==> src/rtl/sseq_pkg.sv <==
// Shared types, constants and frequency tables for the step sequencer.
`default_nettype none
package sseq_pkg;
   localparam int NoteCapacity = 256;
   localparam int IdxBits = $clog2(NoteCapacity);
   localparam int CntBits = IdxBits + 1;
   localparam int ColumnBits = 16;
   localparam int FreqBits = 17;
   localparam int EntryBits = 1 + 3 + 4 + ColumnBits;

   typedef enum logic [2:0] {
      OP_TOGGLE = 3'd0, OP_QUERY = 3'd1, OP_TICK = 3'd2, OP_PLAY = 3'd3, OP_CLEAR = 3'd4
   } opcode_type;

   typedef enum logic [1:0] {
      TONE_NONE = 2'd0, TONE_START = 2'd1, TONE_STOP = 2'd2
   } tone_type;

   typedef enum logic [2:0] {
      ST_IDLE, ST_SCAN, ST_MAX, ST_FIND, ST_MOVE, ST_DONE
   } state_type;

   typedef struct packed {
      logic             is_drum;
      logic [2:0]       octave;
      logic [3:0]       row;
      logic [ColumnBits-1:0] column;
   } entry_type;

   // controller to datapath
   typedef struct packed {
      logic latch;     // capture the request
      logic scan_rst;  // restart the scan index
      logic scan_step; // advance the scan index
      logic max_upd;   // fold the read entry into the running maximum
      logic head_adv;  // advance the play head past the maximum
      logic find_chk;  // test the read entry against the play head
      logic match_chk; // test the read entry against the request
      logic finish;    // apply the simple opcodes and append
      logic move;      // write the last entry into the matched slot
      logic out_load;  // load the result register
   } cmd_type;

   // datapath to controller
   typedef struct packed {
      logic       scan_end; // scan index reached the count
      logic       hit;      // a match or a column hit has been taken
      opcode_type op;
      logic       playing;
   } stat_type;

   function automatic logic [FreqBits-1:0] entry_freq(entry_type e, output logic ok);
      logic [16:0] px;
      logic [2:0] oc;
      logic [2:0] k;
      logic [17:0] sum;
      px = '0;
      ok = 1'b0;
      sum = '0;
      oc = (e.octave > 3'd4) ? 3'd4 : e.octave;
      k = 3'd4 - oc;
      if (e.is_drum) begin
         case (e.row)
            4'd0: begin entry_freq = 17'd120000; ok = 1'b1; end
            4'd1: begin entry_freq = 17'd32000; ok = 1'b1; end
            4'd2: begin entry_freq = 17'd1600; ok = 1'b1; end
            default: entry_freq = '0;
         endcase
      end else begin
         ok = (e.row < 4'd12);
         case (e.row)
            4'd0: px = 17'd66976;  4'd1: px = 17'd63217;  4'd2: px = 17'd59669;
            4'd3: px = 17'd56320;  4'd4: px = 17'd53159;  4'd5: px = 17'd50175;
            4'd6: px = 17'd47359;  4'd7: px = 17'd44701;  4'd8: px = 17'd42192;
            4'd9: px = 17'd39824;  4'd10: px = 17'd37589; 4'd11: px = 17'd35480;
            default: px = '0;
         endcase
         if (k == 3'd0) sum = {1'b0, px};
         else sum = ({1'b0, px} + (18'd1 << (k - 3'd1))) >> k;
         entry_freq = ok ? sum[FreqBits-1:0] : '0;
      end
   endfunction
endpackage
`default_nettype wire

==> src/rtl/sseq_ctrl.sv <==
// Controller state machine of the step sequencer.
`default_nettype none
module sseq_ctrl (
   input  wire logic              clock,
   input  wire logic              reset,
   input  wire logic              req_tvalid,
   output logic                   req_tready,
   output logic                   rsp_tvalid,
   input  wire logic              rsp_tready,
   input  wire sseq_pkg::stat_type stat,
   output sseq_pkg::cmd_type      cmd
);
   sseq_pkg::state_type state_ff, state_in;
   logic out_valid_ff, out_valid_in;

   always_ff @(posedge clock) begin
      if (reset) begin
         state_ff <= sseq_pkg::ST_IDLE;
         out_valid_ff <= 1'b0;
      end else begin
         state_ff <= state_in;
         out_valid_ff <= out_valid_in;
      end
   end

   // result register frees up on take
   always_comb begin
      out_valid_in = out_valid_ff;
      if (rsp_tready) out_valid_in = 1'b0;
      if (cmd.out_load) out_valid_in = 1'b1;
   end

   always_comb begin
      state_in = state_ff;
      unique case (state_ff)
         sseq_pkg::ST_IDLE:
            if (req_tvalid) state_in = sseq_pkg::ST_SCAN;
         sseq_pkg::ST_SCAN: begin
            unique case (stat.op)
               sseq_pkg::OP_TOGGLE, sseq_pkg::OP_QUERY: state_in = sseq_pkg::ST_FIND;
               sseq_pkg::OP_TICK:
                  state_in = stat.playing ? sseq_pkg::ST_MAX : sseq_pkg::ST_DONE;
               default: state_in = sseq_pkg::ST_DONE;
            endcase
         end
         sseq_pkg::ST_MAX:
            if (stat.scan_end) state_in = sseq_pkg::ST_FIND;
         sseq_pkg::ST_FIND:
            if (stat.hit || stat.scan_end)
               state_in = (stat.op == sseq_pkg::OP_TOGGLE && stat.hit)
                          ? sseq_pkg::ST_MOVE : sseq_pkg::ST_DONE;
         sseq_pkg::ST_MOVE: state_in = sseq_pkg::ST_DONE;
         sseq_pkg::ST_DONE:
            if (!out_valid_ff || rsp_tready) state_in = sseq_pkg::ST_IDLE;
         default: state_in = sseq_pkg::ST_IDLE;
      endcase
   end

   always_comb begin
      cmd = '0;
      req_tready = 1'b0;
      unique case (state_ff)
         sseq_pkg::ST_IDLE: begin
            req_tready = 1'b1;
            cmd.latch = req_tvalid;
            cmd.scan_rst = req_tvalid;
         end
         sseq_pkg::ST_SCAN: ;
         sseq_pkg::ST_MAX: begin
            if (stat.scan_end) begin
               cmd.head_adv = 1'b1;
               cmd.scan_rst = 1'b1;
            end else begin
               cmd.max_upd = 1'b1;
               cmd.scan_step = 1'b1;
            end
         end
         sseq_pkg::ST_FIND: begin
            cmd.find_chk = (stat.op == sseq_pkg::OP_TICK);
            cmd.match_chk = (stat.op != sseq_pkg::OP_TICK);
            cmd.scan_step = !stat.hit && !stat.scan_end;
         end
         sseq_pkg::ST_MOVE: cmd.move = 1'b1;
         sseq_pkg::ST_DONE: begin
            if (!out_valid_ff || rsp_tready) begin
               cmd.finish = 1'b1;
               cmd.out_load = 1'b1;
            end
         end
         default: ;
      endcase
   end

   assign rsp_tvalid = out_valid_ff;
endmodule
`default_nettype wire

==> config.mk <==
export PLATFORM = sky130hd
export DESIGN_NAME = sseq_ctrl
export DESIGN_NICKNAME = d
export VERILOG_FILES = /design/src/rtl/sseq_pkg.sv /design/src/rtl/sseq_ctrl.sv
export SDC_FILE = /design/constraint.sdc
export NUM_CORES = 1
export LEC_CHECK = 0
export ABC_AREA = 0
export BUFFER_PORTS_ARGS = -buffer_cell sky130_fd_sc_hd__buf_4
export CELL_PAD_IN_SITES_DETAIL_PLACEMENT = 1
export CELL_PAD_IN_SITES_GLOBAL_PLACEMENT = 1
export CORE_MARGIN = 2
export CORE_UTILIZATION = 26
export CTS_CLUSTER_DIAMETER = 80
export DETAILED_ROUTE_END_ITERATION = 16
export PLACE_DENSITY_LB_ADDON = 0.1
export SKIP_LAST_GASP = 1
export SYNTH_ARGS = -nofsm -noshare
export SYNTH_HDL_FRONTEND = slang
export SYNTH_SLANG_ARGS = --single-unit
==> constraint.sdc <==
create_clock -name clock -period 2.1 [get_ports clock]
set_clock_uncertainty 0.05 [all_clocks]
set_input_delay 0.105 -clock clock [delete_from_list [all_inputs] [get_ports clock]]
set_output_delay 0.105 -clock clock [all_outputs]
set_load 0.01 [all_outputs]
# Yosys cells after proc, flatten, opt, wreduce, memory -nomap -nowiden
# Cells that the tools add are included.
# word_totals
reg_bits,4
in_bits,10
output_inout_bits,12
elab_cells,47
# classes
eq_ne,12
muxes,21
reduce_logical,12
# ops
op,count
case mux 3 bit (6 select lines),1
2-to-1 mux 3 bit,5
equality test 3 x 2 -> 1 bit (second input constant),3
2-to-1 mux 1 bit,9
!= test 2 bit (second input constant),4
equality test 3 x 1 -> 1 bit (second input constant),2
equality test 3 bit (second input constant),2
zero test 3 bit,2
2-to-1 mux 2 bit,3
case mux 3 bit (2 select lines),1
case mux 1 bit (2 select lines),2
AND reduction 4 bit,1
zero test 1 bit,3
!= test 3 x 2 -> 1 bit (second input constant),1
logical AND 1 bit,2
logical OR 1 bit,2
nonzero test 2 bit,1
OR reduction 2 bit,1

# Longest topological paths before layout
# Gate-level depths: netlist of the first run.
# logic_depth
word_depth,5
ltp_mapped,5

# Worst setup path after synthesis of the first run
# OpenSTA, ideal clock, no wires.
# synth_timing
path_type,reg-to-reg
startpoint,register state_ff[0]
endpoint,register state_ff[0]
setup_ns,0.066
t_arrival_ns,1.383
required_time_ns,1.984
slack_ns,0.601
stages_incl_launch_ff,6
path_buffers,1
path_cell_list,dfxtp_1 buf_6 o21a_1 or4_1 a31o_1 a21oi_2
# synth_via
elab_chain_cells,3
# synth_lines
item,line,rtl
start: declaration,sseq_ctrl.sv:13,"sseq_pkg::state_type state_ff, state_in;"
start signal: assignment,sseq_ctrl.sv:18,state_ff <= sseq_pkg::ST_IDLE;
start signal: assignment,sseq_ctrl.sv:21,state_ff <= state_in;
equality test 3 bit (tied with other cells),sseq_ctrl.sv:35,unique case (state_ff)
!= test 2 bit (no source line),-,
AND reduction 4 bit (no source line),-,
# Parallel ways exist; a longest one is shown, timed or not.
# A chain may end at the register's enable or synchronous reset.

# Final worst setup path of the first run
# layout_timing
startpoint,register state_ff[1]
endpoint,register state_ff[0]
# The elaborated chain is that of the path after synthesis.

==> impl_metrics.json, run 1 <==
{
  "status": "complete, no violations",
  "rsz0062_at_grt": "false",
  "netlist_area_um2": 360,
  "whs_ns": 0.0208,
  "clockBufferDepth": 2,
  "tightestPinTransition_ns": 0.420,
  "critPathMaxFanout": 15,
  "crit_path_start_kind": "flip-flop",
  "critPathLaunch": "state_ff[1]",
  "hpwlAfterDp_um": 812,
  "area_growth_pct": 46.9,
  "total_power_mw": 0.325,
  "tns_ns": 0,
  "core_region_area_um2": 1300,
  "root_buffer": "clkbuf_4",
  "h-tree-depth": 1,
  "overflow": 0,
  "worstSkewPairLatency_ns": 0.23,
  "crit_required_ns": 2.22,
  "placementRows": 13,
  "die_y_um": 41.2,
  "drc": 0,
  "setup_violations": 0,
  "final_nets": 82,
  "end_kind": "flip-flop",
  "start_util_pct": 27.7,
  "diodes": 0,
  "fin_util_pct": 40.7,
  "cts_tree": "done",
  "io_pins": 22,
  "dr_total_vias": 418,
  "gp_congestion": 0.705,
  "most-common-layout-cells": "buf_4, nor2_1",
  "postCtsHoldBufs": 0,
  "io_buffers": 21,
  "syn-num-nets": 60,
  "fmax_mhz": 615,
  "clkTransAtPathRegs_ns": 0.04,
  "critPathKind": "flip-flop to flip-flop",
  "hold_start": "reset",
  "ant_nets": 0,
  "cpPeakStageDelay_ns": 0.54,
  "post_cts_resized": 0,
  "drt_first_iter_violations": 3,
  "timing.final.crit_period_ns": 1.63,
  "dieArea_um2": 1700,
  "synth-seq-area-share_pct": 22.2,
  "final.setup.worst_slack_ns": 0.474,
  "cts_inserted_buffers": 3,
  "syn_avg_cell_area_um2": 7.21,
  "final_common_cell": "buf_4",
  "grt_first_pass_wirelength_um": 1580,
  "worstPathCellList": "nor3b_1 -> or4_1 -> a31o_1 -> a21oi_2",
  "grt_usage_pct": 14.9,
  "totalWireLength_um": 1040,
  "routedWlPerCell_um": 12.2,
  "arrival_ns": 1.74,
  "hold_class": "primary input to flip-flop",
  "report.final.slew_viol_count": 0,
  "max-vdd-ir-drop_uv": 147,
  "grt_max_degree": 16,
  "post_cts_buffers": 0,
  "cpMaxStageDelayCell": "or4_1",
  "drt_pass1_iterations": 4,
  "drive_gt1_share_pct": 35.7,
  "synthDistinctLibCells": 27,
  "p_per_area_nw_per_um2": 614,
  "grt_pass1_vias": 365,
  "die_w_um": 41.2,
  "slew-limit-headroom_pct": 72.0,
  "fin_crit_sh_pct": 77.4,
  "cap_violations": 0,
  "yosys_register_bits": 4,
  "hold_viol": 0,
  "clkSinkCount": 4,
  "antenna_found_initial": 0,
  "dp_slack_ns": 0.496,
  "synth_warnings": 0,
  "r2r-start": "state_ff[1]",
  "p_leak_nw": 0.250,
  "syn-instance-count": 50,
  "viasPerCell": 4.92
}
[cells in the mapped netlist]
cell | count | area, µm²
o21ai_0 | 1 | 5.00
a31o_1 | 1 | 8.76
nand3b_1 | 2 | 15.0
and3_1 | 1 | 6.26
nor2b_1 | 3 | 18.8
or2_1 | 1 | 6.26
nand2b_1 | 4 | 25.0
dfxtp_1 | 4 | 80.1
buf_6 | 1 | 11.3
a211o_1 | 1 | 8.76
clkbuf_1 | 1 | 3.75
or3_1 | 1 | 6.26
o21a_1 | 1 | 7.51
nor3_1 | 1 | 5.00
nor2_1 | 5 | 18.8
a21oi_1 | 4 | 20.0
a21o_1 | 2 | 15.0
a31oi_1 | 1 | 6.26
or4_1 | 1 | 7.51
buf_4 | 2 | 15.0
a21oi_2 | 1 | 8.76
nand2_1 | 4 | 15.0
and2_1 | 1 | 6.26
nor3b_1 | 3 | 22.5
inv_1 | 1 | 3.75
nor4_1 | 1 | 6.26
o31ai_1 | 1 | 7.51
[worst max-delay path: cells and delay by family, from the launching register on]
family | cells | cell delay, ns
AND/OR/NAND/NOR | 2 | 0.76
flip-flops | 1 | 0.43
AO/OA/AOI/OAI | 2 | 0.31
[per-stage QoR]
stage | cells | area [µm²]
2_1_floorplan | 50 | 360
3_3_place_gp | 82 | 507
3_5_place_dp | 82 | 507
4_1_cts | 85 | 529
5_1_grt | 85 | 529
6_report | 85 | 529
[cells by family after synthesis]
group	after synthesis	synth area share (%)
AO/OA/AOI/OAI	13	24.3
flip-flops	4	22.2
AND/OR/NAND/NOR	28	44.1
buffers and inverters	5	9.37
[path summary, 6_finish.rpt]
check	end	slack, ns	depth (start not counted)
worst min-delay path	state_ff[0]	0.02	2
worst max-delay path	state_ff[0]	0.47	4
worst max register to register	state_ff[0]	0.47	4
worst min register to register	rsp_tvalid	0.50	2
[per-layer routing]
| metal | routed length [µm] | up-vias | GRT usage (%) |
|---|---|---|---|
| met5 | 0 | - | 0 |
| li1 | - | 215 | - |
| met4 | 16 | 0 | 14.5 |
| met1 | 492 | 192 | 18.8 |
| met3 | 44 | 2 | 1.63 |
| met2 | 482 | 9 | 21.1 |
[flip-flops by register name, indices dropped and copies added (netlist names)]
signal and flops:
rsp_tvalid 1, state_ff 3
[power breakdown]
group	internal (mW)	switching [mW]	leakage, nW
Sequential	0.0851	0.0210	0.0328
Combinational	0.0686	0.0565	0.203
Clock	0.0638	0.0300	0.0138
Total	0.218	0.108	0.250
[area by class of cell]
| type | instances | area (µm²) |
|---|---|---|
| fill | 182 | 772 |
| clock buffer | 3 | 22.5 |
| tap | 15 | 18.8 |
| inverter | 1 | 3.75 |
| sequential | 4 | 80.1 |
| timing repair buffer | 21 | 158 |
| multi-input combinational | 41 | 246 |
No activity file was read; power rests on OpenSTA's default activity.
==> run 2: changes to the inputs <==
- CORE_ASPECT_RATIO: not set -> 1.1
- CORE_UTILIZATION: 26 -> 23
- clock period: 2.1 -> 1.38 ns (I/O delays scaled with it)
==> impl_metrics.json, run 2 (same netlist as run 1, synthesis figures left out) <==
{
  "path_buf_inv": 1,
  "antenna_found_initial": 0,
  "most-common-layout-cells": "buf_4, nand2b_1, a21oi_1, buf_6",
  "die_w_um": 41.7,
  "hpwlAfterDp_um": 977,
  "cap_violations": 0,
  "fin_crit_sh_pct": 108,
  "whs_path_depth": 3,
  "top_register": "state_ff",
  "grt_usage_pct": 16.0,
  "final.setup.worst_slack_ns": -0.106,
  "clockBufferDepth": 2,
  "largest_reg_flops": 3,
  "crit_family": "compound AO/OA/AOI/OAI gates",
  "critPathMaxFanout": 4,
  "report.final.slew_viol_count": 0,
  "clkTransAtPathRegs_ns": 0.04,
  "place_area_um2": 562,
  "dieArea_um2": 1900,
  "slew-limit-headroom_pct": 81.9,
  "core_region_area_um2": 1420,
  "crit_required_ns": 1.50,
  "critPathKind": "flip-flop to flip-flop",
  "cts_inserted_buffers": 3,
  "final_common_cell": "buf_4",
  "drc": 0,
  "ant_nets": 0,
  "dr_total_vias": 478,
  "placementRows": 14,
  "fmax_mhz": 673,
  "timing.final.crit_period_ns": 1.49,
  "hold_class": "primary input to flip-flop",
  "die_y_um": 45.5,
  "rsz0062_at_grt": "true",
  "final_nets": 94,
  "max-vdd-ir-drop_uv": 380,
  "setup_violations": 6,
  "rr_worst_depth": 5,
  "grt_max_degree": 9,
  "crit_path_start_kind": "flip-flop",
  "p_leak_nw": 0.329,
  "overflow": 0,
  "r2r-start": "state_ff[0]",
  "arrival_ns": 1.61,
  "cpMaxStageDelayCell": "or4_4",
  "tightestPinTransition_ns": 0.269,
  "diodes": 0,
  "grt_first_pass_wirelength_um": 2100,
  "drt_pass1_iterations": 4,
  "clkSinkCount": 4,
  "io_buffers": 21,
  "worstSkewPairLatency_ns": 0.24,
  "drive_gt1_share_pct": 57.3,
  "p_per_area_nw_per_um2": 935,
  "min_to": "rsp_tvalid",
  "cpPeakStageDelay_ns": 0.42,
  "fin_util_pct": 48.4,
  "root_buffer": "clkbuf_4",
  "io_pins": 22,
  "hold_start": "rsp_tready",
  "viasPerCell": 4.88,
  "final_cell_area_um2": 687,
  "violations": "negative setup slack",
  "end_kind": "flip-flop",
  "cts_tree": "done",
  "start_util_pct": 25.4,
  "routedWlPerCell_um": 13.3,
  "gp_congestion": 0.732,
  "h-tree-depth": 1,
  "hold_viol": 0,
  "totalWireLength_um": 1310,
  "crit-reg2reg-capture": "state_ff[0]",
  "area_growth_pct": 90.6,
  "rrSetupSlack_ns": -0.11,
  "grt_pass1_vias": 464,
  "status": "complete, but fails checks",
  "drt_first_iter_violations": 3,
  "worstPathCellList": "buf_6 -> o21a_1 -> or4_4 -> a31o_1 -> a21oi_2"
}
[run 2: changes by cell type in the layout (fill, tap and decap cells not counted), sizes merged]
cell | previous run | this run
buf | 21 | 32
dlygate4sd3 | 0 | 1
[run 2: what timing repair did]
| action | CTS | global route |
|---|---|---|
| hold buffers | 1 | 0 |
| buffers inserted | 2 | 2 |
| endpoints found under the setup margin | 11 | 12 |
| gates resized for setup | 14 | 5 |
| pin swaps | 4 | 2 |
| hold endpoints to repair | 3 | 0 |
[run 2: layout make-up]
type | instances | area, µm²
clock buffer | 3 | 22.5
fill | 183 | 732
inverter | 1 | 3.75
multi-input combinational | 41 | 287
sequential | 4 | 88.8
tap | 16 | 20.0
timing repair buffer | 33 | 265
[run 2: tightest hold or removal path, cell delays in order]
cell      delay [ns]
buf_4           0.07
nand2b_1        0.15
a21oi_1         0.07
[run 2: where the power goes]
group          internal (mW)  leakage, nW  total [mW]  switching [mW]
sequential             0.133       0.0345       0.147          0.0149
combinational          0.199        0.280       0.340           0.141
clock                 0.0979       0.0138       0.155          0.0571
[run 2: worst max-delay path by stage]
| stage | from | endpoint | slack, ns | depth (start not counted) |
|---|---|---|---|---|
| floorplan | state_ff[0] | state_ff[0] | -0.01 | 5 |
| global placement | state_ff[0] | state_ff[0] | -0.06 | 4 |
| detailed placement | state_ff[0] | state_ff[2] | -0.1 | 5 |
| CTS | state_ff[0] | state_ff[0] | -0.11 | 5 |
| global route | state_ff[0] | state_ff[0] | -0.16 | 5 |
| finish | state_ff[0] | state_ff[0] | -0.11 | 5 |
[run 2: metal layers]
layer / routed length [µm] / track usage (%) / vias up
li1: - / - / 240
met1: 548 / 16.6 / 220
met2: 661 / 27.8 / 13
met3: 49 / 2.38 / 5
met4: 45 / 15.5 / 0
met5: 0 / 0 / -
[run 2: per-stage QoR]
stage                     total power [mW]  TNS, ns  worst slack, ns  cells  hold WS, ns
after detailed placement             0.405   -0.251          -0.0983     90        0.222
after CTS                            0.623   -0.440           -0.107     96        0.120
final                                0.642   -0.379           -0.106     98        0.123
after floorplan                      0.276  -0.0148          -0.0148     50       0.0810
after global placement               0.399  -0.0901          -0.0648     90        0.218
after global routing                 0.686   -0.848           -0.159     98        0.161
==> run 3: changes to the inputs <==
- CORE_ASPECT_RATIO: 1.1 -> not set
==> impl_metrics.json, run 3 (same netlist as run 1, synthesis figures left out) <==
{
  "status": "complete, but fails checks",
  "violations": "negative setup slack",
  "hold_class": "primary input to flip-flop",
  "grt_max_degree": 9,
  "area_growth_pct": 88.5,
  "cpMaxStageDelayCell": "or4_4",
  "h-tree-depth": 1,
  "cap_violations": 0,
  "wl_met3_um": 54,
  "root_buffer": "clkbuf_4",
  "placementRows": 14,
  "hpwlAfterDp_um": 920,
  "worstPathCellList": "nor3b_4 -> or4_4 -> a31o_1 -> a21oi_2",
  "setup_violations": 3,
  "start_util_pct": 24.2,
  "cts_tree": "done",
  "routedWlPerCell_um": 11.3,
  "report.final.slew_viol_count": 0,
  "drt_pass1_iterations": 6,
  "clkTransAtPathRegs_ns": 0.04,
  "drt_first_iter_violations": 7,
  "fin_util_pct": 45.6,
  "grt_usage_pct": 13.4,
  "cpPeakStageDelay_ns": 0.53,
  "route.met2.wl_um": 534,
  "crit_path_start_kind": "flip-flop",
  "crit_required_ns": 1.49,
  "rsz0062_at_grt": "true",
  "io_buffers": 21,
  "whs_ns": 0.133,
  "top_layer_used": "met3",
  "dieArea_um2": 1900,
  "p_leak_nw": 0.332,
  "path_buf_inv": 0,
  "drive_gt1_share_pct": 55.4,
  "critPathMaxFanout": 7,
  "hold_viol": 0,
  "grt_pass1_vias": 443,
  "final_common_cell": "buf_4",
  "top_register": "state_ff",
  "worstSkewPairLatency_ns": 0.23,
  "clkSinkCount": 4,
  "tightestPinTransition_ns": 0.276,
  "viasPerCell": 4.80,
  "fmax_mhz": 685,
  "totalWireLength_um": 1120,
  "grt_first_pass_wirelength_um": 1890,
  "final.setup.worst_slack_ns": -0.0801,
  "diodes": 0,
  "gp_congestion": 0.701,
  "dp.cells": 92,
  "dr_total_vias": 475,
  "met1_length_um": 528,
  "antenna_found_initial": 0,
  "num-fill-cells": 181,
  "final_nets": 95,
  "end_kind": "flip-flop",
  "drc": 0,
  "largest_reg_flops": 3,
  "io_pins": 22,
  "arrival_ns": 1.57,
  "die_w_um": 43.6,
  "slew-limit-headroom_pct": 81.4,
  "most-common-layout-cells": "buf_4, nor2_1, nand2b_1, nand2_1",
  "critPathKind": "flip-flop to flip-flop",
  "ant_nets": 0,
  "timing.final.crit_period_ns": 1.46,
  "total_power_mw": 0.600,
  "layout.cells.non_filler": 99,
  "clockBufferDepth": 2,
  "cts_inserted_buffers": 3,
  "crit_family": "simple AND/OR/NAND/NOR gates",
  "overflow": 0,
  "max-vdd-ir-drop_uv": 337,
  "p_per_area_nw_per_um2": 883,
  "die_y_um": 43.6,
  "dp_slack_ns": -0.0663,
  "core_region_area_um2": 1490,
  "fin_crit_sh_pct": 106
}
==> run 3: cell types whose count changed in the layout (fill, tap and decap cells not counted), moves of 2 or more <==
| cell | previous run | this run |
|---|---|---|
| nor3b_1 | 3 | 1 |
| buf_4 | 28 | 32 |
| buf_6 | 4 | 1 |
| nor2_1 | 3 | 5 |
==> run 3: timing repair <==
item	CTS	global route
endpoints found under the setup margin	8	11
gates resized for setup	4	9
pin swaps	1	2
hold buffers	1	0
setup buffers	1	2
endpoints found under the hold margin	3	0
==> run 3: report_power, final <==
part / internal (mW) / total, mW / switching [mW] / leakage, nW
Clock: 0.0970 / 0.141 / 0.0439 / 0.0138
Sequential: 0.133 / 0.152 / 0.0196 / 0.0345
Combinational: 0.182 / 0.307 / 0.124 / 0.284
Total: 0.412 / 0.600 / 0.188 / 0.332
==> run 3: final cells by class <==
| type | count | area, µm² | area share, % |
|---|---|---|---|
| Tap cell | 16 | 20.0 | 2.95 |
| Sequential cell | 4 | 88.8 | 13.1 |
| Multi-Input combinational cell | 41 | 283 | 41.6 |
| Inverter | 1 | 3.75 | 0.552 |
| Timing Repair Buffer | 34 | 262 | 38.5 |
| Clock buffer | 3 | 22.5 | 3.31 |
==> run 3: worst paths after layout <==
kind	from	endpoint	slack (ns)	cells after the start
worst min register to register	rsp_tvalid	rsp_tvalid	0.50	2
worst max-delay path	state_ff[1]	state_ff[0]	-0.08	4
worst min-delay path	rsp_tready	rsp_tvalid	0.13	3
worst max register to register	state_ff[1]	state_ff[0]	-0.08	4
==> run 3: metrics by stage <==
stage	area [µm²]	setup TNS, ns
6_report	679	-0.142
4_1_cts	627	-0.225
5_1_grt	679	-0.473
3_5_place_dp	577	-0.0778
2_1_floorplan	362	-0.0148
3_3_place_gp	577	-0.0713
==> run 3: worst reg2reg max path, cell delays in order, from the launching register on <==
cell	delay, ns
dfxtp_4	0.35
nor3b_4	0.15
or4_4	0.53
a31o_1	0.21
a21oi_2	0.10
==> run 3: layer usage <==
metal	vias up	track usage, %
met5	-	0
met4	0	5.45
met3	0	5.00
met2	11	21.5
met1	221	16.2
li1	243	-
